[src/hdl/snpl_pkg.sv]
package snpl_pkg;

	// Default list depth.
	localparam int SNPL_DEPTH = 16;

	// Field widths fixed by the stream format.
	localparam int ADDR_W  = 32;
	localparam int PREF_W  = 16;
	localparam int POS_W   = 5;
	localparam int COUNT_W = 5;

	typedef enum logic [2:0] {
		OP_INSERT = 3'd0,
		OP_POP    = 3'd1,
		OP_READ   = 3'd2,
		OP_MEMBER = 3'd3,
		OP_CLEAR  = 3'd4
	} op_t;

	typedef enum logic [1:0] {
		STAT_OK    = 2'd0,
		STAT_EMPTY = 2'd1,
		STAT_FULL  = 2'd2
	} status_t;

	typedef enum logic [2:0] {
		S_IDLE,
		S_INS,
		S_INS_PUT,
		S_POP_HEAD,
		S_POP_SHIFT,
		S_READ,
		S_MEMBER,
		S_FINISH
	} seq_state_t;

	// One stored list entry.
	typedef struct packed {
		logic [ADDR_W-1:0] addr;
		logic [PREF_W-1:0] pref;
	} entry_t;

	// One incoming request, unpacked.
	typedef struct packed {
		logic [2:0]        op;
		logic [ADDR_W-1:0] hop_address;
		logic [PREF_W-1:0] preference;
		logic [POS_W-1:0]  position;
	} req_t;

	// Result of one request, without the entry count.
	typedef struct packed {
		logic [ADDR_W-1:0] addr;
		logic [PREF_W-1:0] pref;
		logic              present;
		status_t           status;
	} res_t;

endpackage

[src/hdl/snpl_mem.sv]
module snpl_mem import snpl_pkg::*; #(
	parameter int DEPTH = SNPL_DEPTH
) (
	input  logic                                   clk,
	input  logic                                   we,
	input  logic [((DEPTH > 1) ? $clog2(DEPTH) : 1)-1:0] waddr,
	input  entry_t                                 wdata,
	input  logic [((DEPTH > 1) ? $clog2(DEPTH) : 1)-1:0] raddr,
	output entry_t                                 rdata
);

	// Entry store: one write port, one read port, registered read data.
	entry_t mem_q [DEPTH];

	always_ff @(posedge clk) begin
		if (we) begin
			mem_q[waddr] <= wdata;
		end
		rdata <= mem_q[raddr];
	end

endmodule

[src/hdl/snpl_seq.sv]
module snpl_seq import snpl_pkg::*; #(
	parameter int DEPTH = SNPL_DEPTH,
	localparam int AW = (DEPTH > 1) ? $clog2(DEPTH) : 1,
	localparam int CW = $clog2(DEPTH + 1)
) (
	input  logic                clk,
	input  logic                arst_n,
	input  logic                req_valid,
	input  req_t                req,
	output logic                req_ready,
	output logic                res_valid,
	output res_t                res,
	output logic [COUNT_W-1:0]  count,
	input  logic                res_free,
	output logic                mem_we,
	output logic [AW-1:0]       mem_waddr,
	output entry_t              mem_wdata,
	output logic [AW-1:0]       mem_raddr,
	input  entry_t              mem_rdata
);

	localparam int PW = (CW > POS_W) ? CW : POS_W;

	seq_state_t        state_q, state_d;
	logic [CW-1:0]     occ_q, occ_d;
	logic [AW-1:0]     k_q, k_d;
	logic [ADDR_W-1:0] hop_q, hop_d;
	logic [PREF_W-1:0] pref_q, pref_d;
	res_t              res_q, res_d;
	logic [PW-1:0]     pos_w, occ_w, idx_w;
	logic              k_is_last;

	// Clamp of a read position to the range 1 .. occupancy.
	always_comb begin
		pos_w = PW'(req.position);
		occ_w = PW'(occ_q);
		idx_w = (pos_w == '0) ? PW'(1) : pos_w;
		if (idx_w > occ_w) begin
			idx_w = occ_w;
		end
	end

	assign k_is_last = ((CW'(k_q) + CW'(1)) == occ_q);

	always_ff @(posedge clk or negedge arst_n) begin
		if (!arst_n) begin
			state_q <= S_IDLE;
			occ_q   <= '0;
		end else begin
			state_q <= state_d;
			occ_q   <= occ_d;
		end
	end

	always_ff @(posedge clk) begin
		k_q    <= k_d;
		hop_q  <= hop_d;
		pref_q <= pref_d;
		res_q  <= res_d;
	end

	always_comb begin
		state_d   = state_q;
		occ_d     = occ_q;
		k_d       = k_q;
		hop_d     = hop_q;
		pref_d    = pref_q;
		res_d     = res_q;
		mem_we    = 1'b0;
		mem_waddr = k_q;
		mem_wdata = '{addr: hop_q, pref: pref_q};
		mem_raddr = '0;
		req_ready = 1'b0;
		res_valid = 1'b0;
		case (state_q)
			S_IDLE: begin
				req_ready = 1'b1;
				if (req_valid) begin
					hop_d  = req.hop_address;
					pref_d = req.preference;
					res_d  = '{addr: '0, pref: '0, present: 1'b0, status: STAT_OK};
					state_d = S_FINISH;
					case (req.op)
						OP_INSERT: begin
							if (occ_q == CW'(DEPTH)) begin
								res_d.status = STAT_FULL;
							end else if (occ_q == '0) begin
								mem_we    = 1'b1;
								mem_waddr = '0;
								mem_wdata = '{addr: req.hop_address, pref: req.preference};
								occ_d     = occ_q + CW'(1);
							end else begin
								mem_raddr = AW'(occ_q - CW'(1));
								k_d       = AW'(occ_q);
								state_d   = S_INS;
							end
						end
						OP_POP: begin
							if (occ_q == '0) begin
								res_d.status = STAT_EMPTY;
							end else begin
								mem_raddr = '0;
								state_d   = S_POP_HEAD;
							end
						end
						OP_READ: begin
							if (occ_q == '0) begin
								res_d.status = STAT_EMPTY;
							end else begin
								mem_raddr = AW'(idx_w - PW'(1));
								state_d   = S_READ;
							end
						end
						OP_MEMBER: begin
							if (occ_q != '0) begin
								mem_raddr = '0;
								k_d       = '0;
								state_d   = S_MEMBER;
							end
						end
						OP_CLEAR: begin
							occ_d = '0;
						end
						default: begin
						end
					endcase
				end
			end
			S_INS: begin
				// Walk down from the tail, moving larger entries up by one.
				mem_we    = 1'b1;
				mem_waddr = k_q;
				if (mem_rdata.pref > pref_q) begin
					mem_wdata = mem_rdata;
					if (k_q == AW'(1)) begin
						k_d     = '0;
						state_d = S_INS_PUT;
					end else begin
						mem_raddr = AW'(k_q - AW'(2));
						k_d       = k_q - AW'(1);
					end
				end else begin
					occ_d   = occ_q + CW'(1);
					state_d = S_FINISH;
				end
			end
			S_INS_PUT: begin
				mem_we    = 1'b1;
				mem_waddr = '0;
				occ_d     = occ_q + CW'(1);
				state_d   = S_FINISH;
			end
			S_POP_HEAD: begin
				res_d.addr = mem_rdata.addr;
				res_d.pref = mem_rdata.pref;
				if (occ_q == CW'(1)) begin
					occ_d   = occ_q - CW'(1);
					state_d = S_FINISH;
				end else begin
					mem_raddr = AW'(1);
					k_d       = AW'(1);
					state_d   = S_POP_SHIFT;
				end
			end
			S_POP_SHIFT: begin
				mem_we    = 1'b1;
				mem_waddr = k_q - AW'(1);
				mem_wdata = mem_rdata;
				if (k_is_last) begin
					occ_d   = occ_q - CW'(1);
					state_d = S_FINISH;
				end else begin
					mem_raddr = k_q + AW'(1);
					k_d       = k_q + AW'(1);
				end
			end
			S_READ: begin
				res_d.addr = mem_rdata.addr;
				res_d.pref = mem_rdata.pref;
				state_d    = S_FINISH;
			end
			S_MEMBER: begin
				if (mem_rdata.addr == hop_q) begin
					res_d.present = 1'b1;
				end
				if (k_is_last) begin
					state_d = S_FINISH;
				end else begin
					mem_raddr = k_q + AW'(1);
					k_d       = k_q + AW'(1);
				end
			end
			S_FINISH: begin
				res_valid = 1'b1;
				if (res_free) begin
					state_d = S_IDLE;
				end
			end
			default: begin
				state_d = S_IDLE;
			end
		endcase
	end

	assign res   = res_q;
	assign count = COUNT_W'(occ_q);

endmodule

[src/hdl/sorted_nexthop_priority_list.sv]
// Sorted next-hop list: holds up to DEPTH entries of a 32-bit address and a
// 16-bit preference in ascending preference order, an insert landing after
// every entry of equal preference. Each request on the slave stream carries
// one operation (insert, pop head, read at a 1-based position, membership
// test, clear) and gives exactly one result on the master stream, which
// always reports the entry count after the operation. The entries live in a
// single memory with a registered read, and a sequencer walks it one entry
// per cycle, so the time per request follows the occupancy n: an insert
// moves the larger entries up from the tail down to the insertion point, a
// pop shifts the rest up to the head and a membership test scans all n, while
// a read, a clear or an insert into an empty list does not walk the list.
// A new request is taken once the previous result has moved into the output
// register, so the list can work on the next request while the consumer has
// yet to take the last result; a result that still finds the output register
// occupied holds the sequencer in its final state and so stalls the input.
module sorted_nexthop_priority_list import snpl_pkg::*; #(
	parameter int DEPTH = SNPL_DEPTH
) (
	input  logic        clk,
	input  logic        arst_n,
	input  logic        s_axis_tvalid,
	output logic        s_axis_tready,
	// op[2:0], hop_address[34:3], preference[50:35], position[55:51]
	input  logic [55:0] s_axis_tdata,
	output logic        m_axis_tvalid,
	input  logic        m_axis_tready,
	// result_address[31:0], result_preference[47:32], present[48],
	// entry_count[53:49], status[55:54]
	output logic [55:0] m_axis_tdata
);

	localparam int AW = (DEPTH > 1) ? $clog2(DEPTH) : 1;

	req_t               req;
	res_t               res;
	logic [COUNT_W-1:0] count;
	logic               res_valid;
	logic               res_free;
	logic               mem_we;
	logic [AW-1:0]      mem_waddr;
	logic [AW-1:0]      mem_raddr;
	entry_t             mem_wdata;
	entry_t             mem_rdata;
	logic               out_valid_q;
	logic [55:0]        out_data_q;

	// Unpack the request fields from the lowest bit up.
	assign req.op          = s_axis_tdata[2:0];
	assign req.hop_address = s_axis_tdata[34:3];
	assign req.preference  = s_axis_tdata[50:35];
	assign req.position    = s_axis_tdata[55:51];

	snpl_seq #(.DEPTH(DEPTH)) u_seq (
		.clk       (clk),
		.arst_n    (arst_n),
		.req_valid (s_axis_tvalid),
		.req       (req),
		.req_ready (s_axis_tready),
		.res_valid (res_valid),
		.res       (res),
		.count     (count),
		.res_free  (res_free),
		.mem_we    (mem_we),
		.mem_waddr (mem_waddr),
		.mem_wdata (mem_wdata),
		.mem_raddr (mem_raddr),
		.mem_rdata (mem_rdata)
	);

	snpl_mem #(.DEPTH(DEPTH)) u_mem (
		.clk   (clk),
		.we    (mem_we),
		.waddr (mem_waddr),
		.wdata (mem_wdata),
		.raddr (mem_raddr),
		.rdata (mem_rdata)
	);

	// The output register is free when empty or being emptied this cycle.
	assign res_free = !out_valid_q || m_axis_tready;

	always_ff @(posedge clk or negedge arst_n) begin
		if (!arst_n) begin
			out_valid_q <= 1'b0;
		end else if (res_valid && res_free) begin
			out_valid_q <= 1'b1;
		end else if (m_axis_tready) begin
			out_valid_q <= 1'b0;
		end
	end

	always_ff @(posedge clk) begin
		if (res_valid && res_free) begin
			out_data_q <= {res.status, count, res.present, res.pref, res.addr};
		end
	end

	assign m_axis_tvalid = out_valid_q;
	assign m_axis_tdata  = out_data_q;

endmodule

[config.mk]
export PLATFORM = sky130hd
export DESIGN_NAME = sorted_nexthop_priority_list
export DESIGN_NICKNAME = d
export VERILOG_FILES = /design/src/hdl/snpl_pkg.sv /design/src/hdl/snpl_mem.sv /design/src/hdl/snpl_seq.sv /design/src/hdl/sorted_nexthop_priority_list.sv
export SDC_FILE = /design/constraint.sdc
export NUM_CORES = 1
export LEC_CHECK = 0
export ABC_CLOCK_PERIOD_IN_PS = 11800
export BUFFER_PORTS_ARGS = -buffer_cell sky130_fd_sc_hd__buf_2
export CAP_MARGIN = 20
export CORE_MARGIN = 3
export CORE_UTILIZATION = 54
export DETAILED_ROUTE_END_ITERATION = 6
export PLACE_DENSITY = 0.76
export SETUP_SLACK_MARGIN = 0.5
export SKIP_CTS_REPAIR_TIMING = 1
export SYNTH_ARGS = -nofsm -noshare
export SYNTH_HDL_FRONTEND = slang
export SYNTH_HIERARCHICAL = 1
export SYNTH_SLANG_ARGS = --single-unit
[constraint.sdc]
create_clock -name clk -period 11.8 [get_ports clk]
set_input_delay 2.36 -clock clk [delete_from_list [all_inputs] [get_ports clk]]
set_output_delay 2.36 -clock clk [all_outputs]
set_load 0.02 [all_outputs]
==> results by group, run 1 <==
Outcome
  • Status: complete, no violations

Clock network
  • Skew-Pair Late Insertion Delay: 0.66 ns
  • TritonCTS clock tree: yes
  • CTS clk-pin slew, worst paths: 0.06 ns
  • CTS Buf Count: 95
  • Root buffer cell: clkbuf_16
  • CTS H-tree depth: 3
  • CTS sink count: 984
  • Clock buffer depth: 3

Logic synthesis
  • Most frequent cell after synthesis: edfxtp_1
  • Sequential area share after synthesis: 0.758
  • Top cells by area, synth: edfxtp_1 73%, mux4_2 11%, dfxtp_1 2.5%
  • Post-Syn Instances: 1931
  • Yosys top cell by area: edfxtp_1
  • Mean Syn Cell Area: 19.8 um^2
  • Synth Flop Type: edfxtp_1
  • Synth top area share: 0.727
  • Yosys cell types: 63
  • EDFF count, synth: 927
  • Syn Nets: 2022
  • Synthesis warning total: 6
  • Most common library cells after synthesis: 927 x edfxtp_1, 192 x mux4_2, 98 x a22oi_1, 80 x nand2_1, 53 x a22o_1
  • Register bit total from synthesis: 984
  • Async S/R FF share, synth: 0.00915
  • Synthesized area: 38300 um^2

Drt
  • Vias per inst: 6.49
  • DR pass1 iterations: 5
  • Post-route ant nets: 0
  • DRC Markers: 0
  • Initial DRC count: 2633
  • DRT Wirelength: 90.8 mm
  • WL/cell: 29.5 um
  • Vias post-DR: 20000

STA
  • Clock skew: 0.0330 ns
  • RSZ-0062 raised after global routing: no
  • Slew margin rel.: 0.239
  • Max Freq: 157 MHz
  • Final setup fails: 0
  • Fin. Hold Viols: 0
  • Final Max Tran Viols: 0
  • Setup TNS: 0 ns
  • Fin crit period: 6.37 ns
  • Period Utilization, post-route: 0.540
  • Least-Margin Pin Slew: 1.14 ns

Global routing
  • Vias in the first global route: 20100
  • Largest net degree at the start of global routing: 143
  • GRT overflow: 0
  • Antenna violations before repair: 5
  • Gr usage total: 0.246
  • First-pass GRT wire length: 133 mm
  • Met1 Usage GRT: 0.347
  • Busiest grt layer: met2
  • GRT met2 Usage: 0.390
  • Met3 usage: 0.0589

Placement
  • Dpl hpwl: 44.1 mm
  • Dpl cells: 2904
  • Gpl congestion: 0.861
  • PortBufs: 117

Pwr
  • Largest vdd supply drop: 379 uV
  • Pwr/cell area: 299 nW/um^2
  • Pleak: 14.4 nW

Flow run
  • Maxcap violations: 0

Worst setup path
  • Reg-to-Reg End: u_mem/rdata[46]
  • R2r startpoint: u_seq/count[2]
  • Cells on worst reg2reg path: 15
  • Critical Path AT: 6.89 ns
  • Critical-path maximum fanout: 142
  • Startpoint type of the worst setup path: input port
  • Req. time, crit path: 12.32 ns
  • Critical path endpoint category: register
  • R2R Setup Slk: 6.58 ns
  • CP Class: input port to register

Floorplan
  • Die extent in x: 272 um
  • # IOs: 118
  • Starting density of the core: 0.551
  • Std cell rows: 96
  • Core ar.: 69400 um^2
  • Chip height: 272 um
  • DIE AREA: 74100 um^2

Cells and area
  • Non-Filler Instances: 3079
  • Synthesis-to-finish area growth: 12.4%
  • Layout net count: 2161
  • Layout cells sized above 1: 0.247

Hold path
  • Worst hold path depth: 0
  • Hold WC Path Type: register to register
  • Hold Path End: m_axis_tdata[48]
  • Min-delay src: u_seq/res[2]
==> how the worst max path moves through the flow <==
stage / start / end / slack [ns] / depth (start not counted)
floorplan: s_axis_tdata[1] / u_mem/mem_q[0][0] / 3.78 / 7
global placement: s_axis_tdata[52] / u_mem/rdata[34] / 5.07 / 17
detailed placement: s_axis_tdata[52] / u_mem/rdata[35] / 4.90 / 16
CTS: s_axis_tdata[52] / u_mem/rdata[46] / 5.53 / 16
global route: s_axis_tdata[52] / u_mem/rdata[46] / 5.15 / 16
finish: s_axis_tdata[52] / u_mem/rdata[46] / 5.43 / 16
==> critical path, stage by stage <==
cell and delay, ns:
buf_2 0.13, nor4_1 0.31, nor2_1 0.13, ha_1 0.30
inv_1 0.04, o22ai_1 0.54, o21ai_0 0.18, ha_1 0.31
o22ai_1 0.16, nand2_1 0.12, o221ai_4 0.09, buf_4 0.64
buf_12 0.64, mux4_2 0.41, a22oi_1 0.21, nand2_1 0.12
==> flip-flops by register name, indices dropped and copies added (netlist names) <==
register,count
u_mem/mem_q,768
m_axis_tdata,56
u_seq/res,51
u_mem/rdata,48
u_seq/hop_q,32
u_seq/pref_q,16
u_seq/count,5
u_seq/k_q,4
u_seq/state_q,3
m_axis_tvalid,1
==> placed cells by master, fill, tap and decap left out, types with 4 or more instances in the layout <==
| master | n |
|---|---|
| a21o_1 | 51 |
| a21oi_1 | 28 |
| a22o_1 | 53 |
| a22oi_1 | 98 |
| and2_1 | 4 |
| and3_1 | 49 |
| buf_2 | 117 |
| buf_4 | 31 |
| clkbuf_1 | 29 |
| clkbuf_16 | 97 |
| clkbuf_8 | 15 |
| clkinv_1 | 6 |
| clkinv_2 | 16 |
| dfrtp_1 | 8 |
| dfxtp_1 | 48 |
| edfxtp_1 | 927 |
| ha_1 | 31 |
| inv_1 | 30 |
| mux4_2 | 192 |
| nand2_1 | 79 |
| nand2b_1 | 8 |
| nand3_1 | 8 |
| nand4_1 | 11 |
| nor2_1 | 23 |
| nor2_4 | 14 |
| nor2b_1 | 6 |
| nor3_1 | 11 |
| nor3_2 | 4 |
| nor4_1 | 8 |
| o211ai_1 | 4 |
| o21ai_0 | 20 |
| xnor2_1 | 19 |
| xor2_1 | 22 |
==> layer usage <==
layer	vias to the layer above	routed length, um
met5	-	27
met4	4	2630
met3	211	10000
met2	1192	43500
met1	10400	34600
li1	8196	-
==> cell type report <==
cell class                      count  area [um^2]
Clock buffer                      141         2740
Tap cell                          931         1160
Clock inverter                     33          313
Inverter                           33          124
Multi-Input combinational cell    806         8770
Fill cell                        4728        26400
Antenna cell                        1         2.50
Sequential cell                   984        29000
Timing Repair Buffer              150          858
==> cells by family (layout without fill, tap and decap cells) <==
family	Yosys count	count (layout)	synth area share
AOI/OAI and AO/OA	283	283	0.0553
buffers and inverters	141	357	0.0175
DFF	984	984	0.758
adders and majority gates	31	31	0.0101
muxes	196	196	0.114
xor gates and xnor gates	43	43	0.0102
and+or+nand+nor	253	253	0.0345
other	0	1	0
==> stage by stage <==
stage / total power [mW] / utilization / setup WS, ns / area [um^2] / hold WS, ns
floorplan: 8.56 / - / 3.78 / 38300 / 0.400
global placement: 9.77 / 0.575 / 5.07 / 39900 / 0.406
detailed placement: 9.92 / 0.575 / 4.90 / 39900 / 0.405
CTS: 12.9 / 0.619 / 5.53 / 43000 / 0.418
global route: 13.4 / 0.619 / 5.15 / 43000 / 0.424
finish: 12.8 / 0.619 / 5.43 / 43000 / 0.418
==> where the power goes <==
| part | internal, mW | switching [mW] |
|---|---|---|
| Combinational | 1.70 | 2.77 |
| Clock | 1.68 | 1.27 |
| Sequential | 5.10 | 0.321 |
(Power assumes the default switching activity.)
==> run 2, diff against run 1 <==
- ABC_CLOCK_PERIOD_IN_PS: 11800 -> 6000
- clock period: 11.8 -> 6 ns (I/O delays scaled with it)
==> results by group, run 2 (synthesis gave the netlist of run 1 again) <==
Global routing
  • GRT overflow: 0 (unchanged)
  • First-pass GRT wire length: 134 mm (was 133 mm)
  • Largest net degree at the start of global routing: 84 (was 143)
  • Vias in the first global route: 20300 (was 20100)
  • Antenna violations before repair: 4 (was 5)
  • Gr usage total: 0.247 (was 0.246)

Pwr
  • Pleak: 14.5 nW (was 14.4 nW)
  • Largest vdd supply drop: 409 uV (was 379 uV)
  • Pwr Total: 25.5 mW (was 12.8 mW)
  • Pwr/cell area: 587 nW/um^2 (was 299 nW/um^2)

Floorplan
  • Starting density of the core: 0.551 (unchanged)
  • Die extent in x: 272 um (unchanged)
  • DIE AREA: 74100 um^2 (unchanged)
  • # IOs: 118 (unchanged)
  • Chip height: 272 um (unchanged)
  • Std cell rows: 96 (unchanged)
  • Core ar.: 69400 um^2 (unchanged)

Cells and area
  • Fin area: 43400 um^2 (was 43000 um^2)
  • Layout cells sized above 1: 0.250 (was 0.247)
  • Non-Filler Instances: 3095 (was 3079)
  • Layout net count: 2174 (was 2161)
  • Flip-flop count of the largest register after layout: 768 (unchanged)
  • Synthesis-to-finish area growth: 13.4% (was 12.4%)
  • Commonest non-fill, non-tap cell in the layout: edfxtp_1 (unchanged)
  • Commonest non-fill, non-tap cells in the layout: 927 x edfxtp_1, 192 x mux4_2, 117 x buf_2 (unchanged)
  • Fillers: 4662 (was 4728)
  • Post-layout util: 0.625 (was 0.619)
  • Reg with most FFs: u_mem/mem_q (unchanged)

Clock network
  • Clock buffer depth: 3 (unchanged)
  • CTS H-tree depth: 3 (unchanged)
  • Root buffer cell: clkbuf_16 (unchanged)
  • CTS Buf Count: 94 (was 95)
  • CTS clk-pin slew, worst paths: 0.06 ns (about the same)
  • CTS sink count: 984 (unchanged)
  • TritonCTS clock tree: yes (unchanged)
  • Skew-Pair Late Insertion Delay: 0.65 ns (was 0.66 ns)

STA
  • Fin crit period: 4.54 ns
  • Slew margin rel.: 0.325 (was 0.239)
  • Final hold slack: 0.413 ns (was 0.418 ns)
  • Clock skew: 0.0259 ns (was 0.0330 ns)
  • Least-Margin Pin Slew: 1.01 ns (was 1.14 ns)
  • Final Max Tran Viols: 0 (unchanged)
  • Setup TNS: 0 ns (unchanged)
  • Max Freq: 220 MHz
  • Worst Slack Setup Final: 1.46 ns (was 5.43 ns)
  • RSZ-0062 raised after global routing: no (unchanged)
  • Period Utilization, post-route: 0.756
  • Fin. Hold Viols: 0 (unchanged)
  • Final setup fails: 0 (unchanged)

Hold path
  • Hold WC Path Type: input port to asynchronous set/reset pin (was register to register)

Drt
  • Vias per inst: 6.47 (was 6.49)
  • DRT Wirelength: 90.4 mm (was 90.8 mm)
  • DRC Markers: 0 (unchanged)
  • WL/cell: 29.2 um (was 29.5 um)
  • Vias post-DR: 20000 (about the same)
  • DR pass1 iterations: 5 (unchanged)
  • Post-route ant nets: 0 (unchanged)
  • Initial DRC count: 2486 (was 2633)

Outcome
  • Status: complete, no violations (unchanged)

Worst setup path
  • Critical path endpoint category: register (unchanged)
  • Cells on worst reg2reg path: 14 (was 15)
  • Req. time, crit path: 6.53 ns (was 12.32 ns)
  • Critical-path maximum fanout: 59 (was 142)
  • Critical Path AT: 5.07 ns (was 6.89 ns)
  • Startpoint type of the worst setup path: register (was input port)
  • CP Class: register to register (was input port to register)

Placement
  • Gpl congestion: 0.900 (was 0.861)
  • Place WS: 0.992 ns (was 4.90 ns)
  • Dpl hpwl: 48.0 mm (was 44.1 mm)
  • Placed Area: 40300 um^2 (was 39900 um^2)
  • PortBufs: 117 (unchanged)
  • Dpl cells: 2917 (was 2904)

Flow run
  • Maxcap violations: 0 (unchanged)
## run 2: cell count changes in the layout (fill, tap and decap cells not counted), sizes merged
cell and change:
inv +1, clkinvlp +2, bufinv +3, clkinv +4, clkbuf -9, diode +1, buf +14
## run 2: final cells by class
cell class                 count  area, um^2  area share
multi-input combinational    806        8800       0.203
timing repair buffer         164        1200      0.0277
tap                          931        1160      0.0269
clock buffer                 132        2600      0.0598
antenna                        2        5.00    0.000115
clock inverter                43         470      0.0108
inverter                      33         124     0.00286
sequential                   984       29000       0.669
## run 2: critical path, cell delays in order (launching register included)
cell	delay (ns)
edfxtp_1	0.39
inv_1	0.07
ha_1	0.30
nand4_2	0.20
nor4_2	0.40
a21boi_2	0.30
a2111oi_4	0.11
nor2_2	0.32
nand2_1	0.21
o211ai_1	0.32
buf_12	0.35
buf_12	0.44
mux4_2	0.59
a22oi_1	0.21
nand2_1	0.09
## run 2: power breakdown
group / total (mW) / switching [mW] / internal [mW]
sequential: 10.6 / 0.630 / 10.0
clock: 5.80 / 2.49 / 3.31
combinational: 9.04 / 5.55 / 3.49
total: 25.5 / 8.67 / 16.8
## run 2: routing by layer
metal,global-route usage,wire length [um],vias to the layer above
met2,0.392,43500,1275
met3,0.0513,10200,193
li1,-,-,8233
met4,0.0750,2540,4
met1,0.351,34100,10300
met5,0,27,-
## run 2: final timing paths
check                            startpoint                to  slack [ns]
max reg2reg                u_seq/pref_q[14]   u_mem/rdata[29]        1.46
min in group clk              u_seq/res[10]  m_axis_tdata[39]        0.42
min reg2reg                   u_seq/res[10]  m_axis_tdata[39]        0.42
max                        u_seq/pref_q[14]   u_mem/rdata[29]        1.46
min                                  arst_n  u_seq/state_q[2]        0.41
max in group asynchronous            arst_n  u_seq/state_q[0]        5.36
==> run 3, diff against run 2 <==
- ABC_CLOCK_PERIOD_IN_PS: 6000 -> 3700
- PLACE_DENSITY: 0.76 -> 0.78
- clock period: 6 -> 3.7 ns (I/O delays scaled with it)
==> results by group, run 3 (synthesis gave the netlist of run 1 again) <==
Outcome
  • Status: finished, violations left (was complete, no violations)
  • Violated checks: setup timing

Global routing
  • Vias in the first global route: 21600 (was 20300)
  • Met3 usage: 0.0554 (was 0.0513)
  • Busiest grt layer: met2 (unchanged)
  • First-pass GRT wire length: 142 mm (was 134 mm)
  • Gr usage total: 0.263 (was 0.247)
  • Largest net degree at the start of global routing: 60 (was 84)
  • GRT overflow: 0 (unchanged)
  • Antenna violations before repair: 2 (was 4)
  • Met1 Usage GRT: 0.351 (about the same)
  • GRT met2 Usage: 0.425 (was 0.392)

Floorplan
  • # IOs: 118 (unchanged)
  • Chip height: 272 um (unchanged)
  • Die extent in x: 272 um (unchanged)
  • DIE AREA: 74100 um^2 (unchanged)
  • Core ar.: 69400 um^2 (unchanged)
  • Std cell rows: 96 (unchanged)
  • Starting density of the core: 0.551 (unchanged)

STA
  • Fin crit period: 3.81 ns (was 4.54 ns)
  • Final Max Tran Viols: 0 (unchanged)
  • Slew margin rel.: 0.281 (was 0.325)
  • Clock skew: 0.0376 ns (was 0.0259 ns)
  • RSZ-0062 raised after global routing: yes (was no)
  • Fin. Hold Viols: 0 (unchanged)
  • Final hold slack: 0.286 ns (was 0.413 ns)
  • Worst Slack Setup Final: -0.106 ns (was 1.46 ns)
  • Final setup fails: 37 (was 0)
  • Period Utilization, post-route: 1.03 (was 0.756)
  • Max Freq: 263 MHz (was 220 MHz)
  • Least-Margin Pin Slew: 1.08 ns (was 1.01 ns)

Cells and area
  • Synthesis-to-finish area growth: 21.1% (was 13.4%)
  • Layout cells sized above 1: 0.361 (was 0.250)
  • Commonest non-fill, non-tap cells in the layout: 927 x edfxtp_1, 192 x mux4_2, 117 x buf_2 (unchanged)
  • Number of diodes: 0 (was 2)
  • Reg with most FFs: u_mem/mem_q (unchanged)
  • Flip-flop count of the largest register after layout: 768 (unchanged)
  • Register area: 29000 um^2 (about the same)
  • Layout net count: 2326 (was 2174)
  • Commonest non-fill, non-tap cell in the layout: edfxtp_1 (unchanged)
  • Fillers: 4197 (was 4662)
  • Multi-input logic area: 9680 um^2 (was 8800 um^2)

Drt
  • Vias post-DR: 21800 (was 20000)
  • DRT Wirelength: 104 mm (was 90.4 mm)
  • DR pass1 iterations: 6 (was 5)
  • Post-route ant nets: 0 (unchanged)
  • WL/cell: 32.2 um (was 29.2 um)
  • Vias per inst: 6.71 (was 6.47)
  • Initial DRC count: 2900 (was 2486)
  • DRC Markers: 0 (unchanged)

Clock network
  • TritonCTS clock tree: yes (unchanged)
  • CTS sink count: 984 (unchanged)
  • Skew-Pair Late Insertion Delay: 0.66 ns (was 0.65 ns)
  • Clock buffer depth: 3 (unchanged)
  • Root buffer cell: clkbuf_16 (unchanged)
  • CTS clk-pin slew, worst paths: 0.07 ns (was 0.06 ns)
  • CTS H-tree depth: 3 (unchanged)
  • CTS Buf Count: 92 (was 94)

Worst setup path
  • Slowest stage cell, crit path: mux4_2 (unchanged)
  • Critical Path AT: 4.35 ns (was 5.07 ns)
  • CP Class: register to register (unchanged)
  • Startpoint type of the worst setup path: register (unchanged)
  • Crit-path cells: inv_1, ha_1, nand4_4, nor4_4, buf_4, a21boi_4, a2111oi_4, nor2_2, nand2_1, o211ai_1, buf_4, buf_12, buf_12, buf_12, mux4_2, a22oi_2, nand2_1 (was inv_1, ha_1, nand4_2, nor4_2, a21boi_2, a2111oi_4, nor2_2, nand2_1, o211ai_1, buf_12, buf_12, mux4_2, a22oi_1, nand2_1)
  • Critical path endpoint category: register (unchanged)
  • Most frequent CP cell: buf_12
  • Req. time, crit path: 4.24 ns (was 6.53 ns)
  • Critical-path maximum fanout: 9 (was 59)
  • Slowest stage delay, CP: 0.52 ns (was 0.59 ns)

Placement
  • Gpl congestion: 0.877 (was 0.900)
  • PortBufs: 117 (unchanged)
  • Dpl hpwl: 55.4 mm (was 48.0 mm)

Hold path
  • Hold WC Path Type: input port to register (was input port to asynchronous set/reset pin)

Pwr
  • Pwr Total: 46.7 mW (was 25.5 mW)
  • Pleak: 15.6 nW (was 14.5 nW)
  • Pwr/cell area: 1010 nW/um^2 (was 587 nW/um^2)
  • Largest vdd supply drop: 689 uV (was 409 uV)

Flow run
  • Maxcap violations: 0 (unchanged)
## run 3: changes by cell type in the layout (fill, tap and decap cells not counted), moves of 7 or more
cell / delta
buf_12: +35
inv_1: -9
ha_4: +9
ha_1: -9
clkbuf_16: +10
buf_6: +11
a21o_1: -38
a22oi_2: +53
a21o_4: +38
a22oi_1: -53
clkbuf_1: -8
inv_2: +7
buf_4: +82
## run 3: worst max-delay path, delay by kind of cell (launching register included)
| family | cells | cell delay [ns] |
|---|---|---|
| adder cells (fa/ha/maj) | 1 | 0.36 |
| buffers and inverters | 6 | 0.94 |
| flip-flops | 1 | 0.37 |
| AO/OA/AOI/OAI | 4 | 0.73 |
| multiplexers | 1 | 0.52 |
| AND/OR/NAND/NOR | 5 | 0.79 |
## run 3: metal layers
metal,vias to the layer above,share of wire,wire length (um)
met5,-,0.00026,27
met4,4,0.045,4740
met3,349,0.12,12700
met2,1683,0.49,50800
met1,11200,0.35,36100
li1,8560,-,-
## run 3: area by class of cell
class	count	area share
clock buffer	123	0.0546
clock inverter	50	0.0134
inverter	33	0.00281
multi-input combinational	808	0.209
sequential	984	0.626
tap	931	0.0251
timing repair buffer	316	0.0688
## run 3: final timing paths
check	startpoint	slack, ns	endpoint	cells after the start
setup / recovery	u_seq/pref_q[13]	-0.11	u_mem/rdata[4]	17
hold / removal	s_axis_tdata[43]	0.29	u_seq/pref_q[8]	1
setup reg to reg	u_seq/pref_q[13]	-0.11	u_mem/rdata[4]	17
hold reg to reg	u_seq/res[46]	0.42	m_axis_tdata[27]	0
max in group asynchronous	arst_n	2.98	u_seq/state_q[0]	2
min in group asynchronous	arst_n	0.50	u_seq/count[1]	2
## run 3: per-stage QoR
stage               TNS, ns  utilization  area [um^2]  worst slack [ns]  cells
finish                -1.74        0.668        46300            -0.106   3245
global route          -6.82        0.668        46300            -0.288   3245
CTS                   -5.99        0.644        44700            -0.252   3190
detailed placement    -8.24        0.599        41600            -0.240   3017
global placement      -3.97        0.599        41600            -0.182   3017
floorplan            -49.33            -        38800            -0.370   1931
## run 3: where the power goes
| part | switching [mW] | total [mW] | internal (mW) |
|---|---|---|---|
| Combinational | 11.0 | 19.7 | 8.67 |
| Clock | 4.14 | 9.83 | 5.69 |
| Sequential | 1.02 | 17.2 | 16.2 |
| Total | 16.2 | 46.7 | 30.6 |
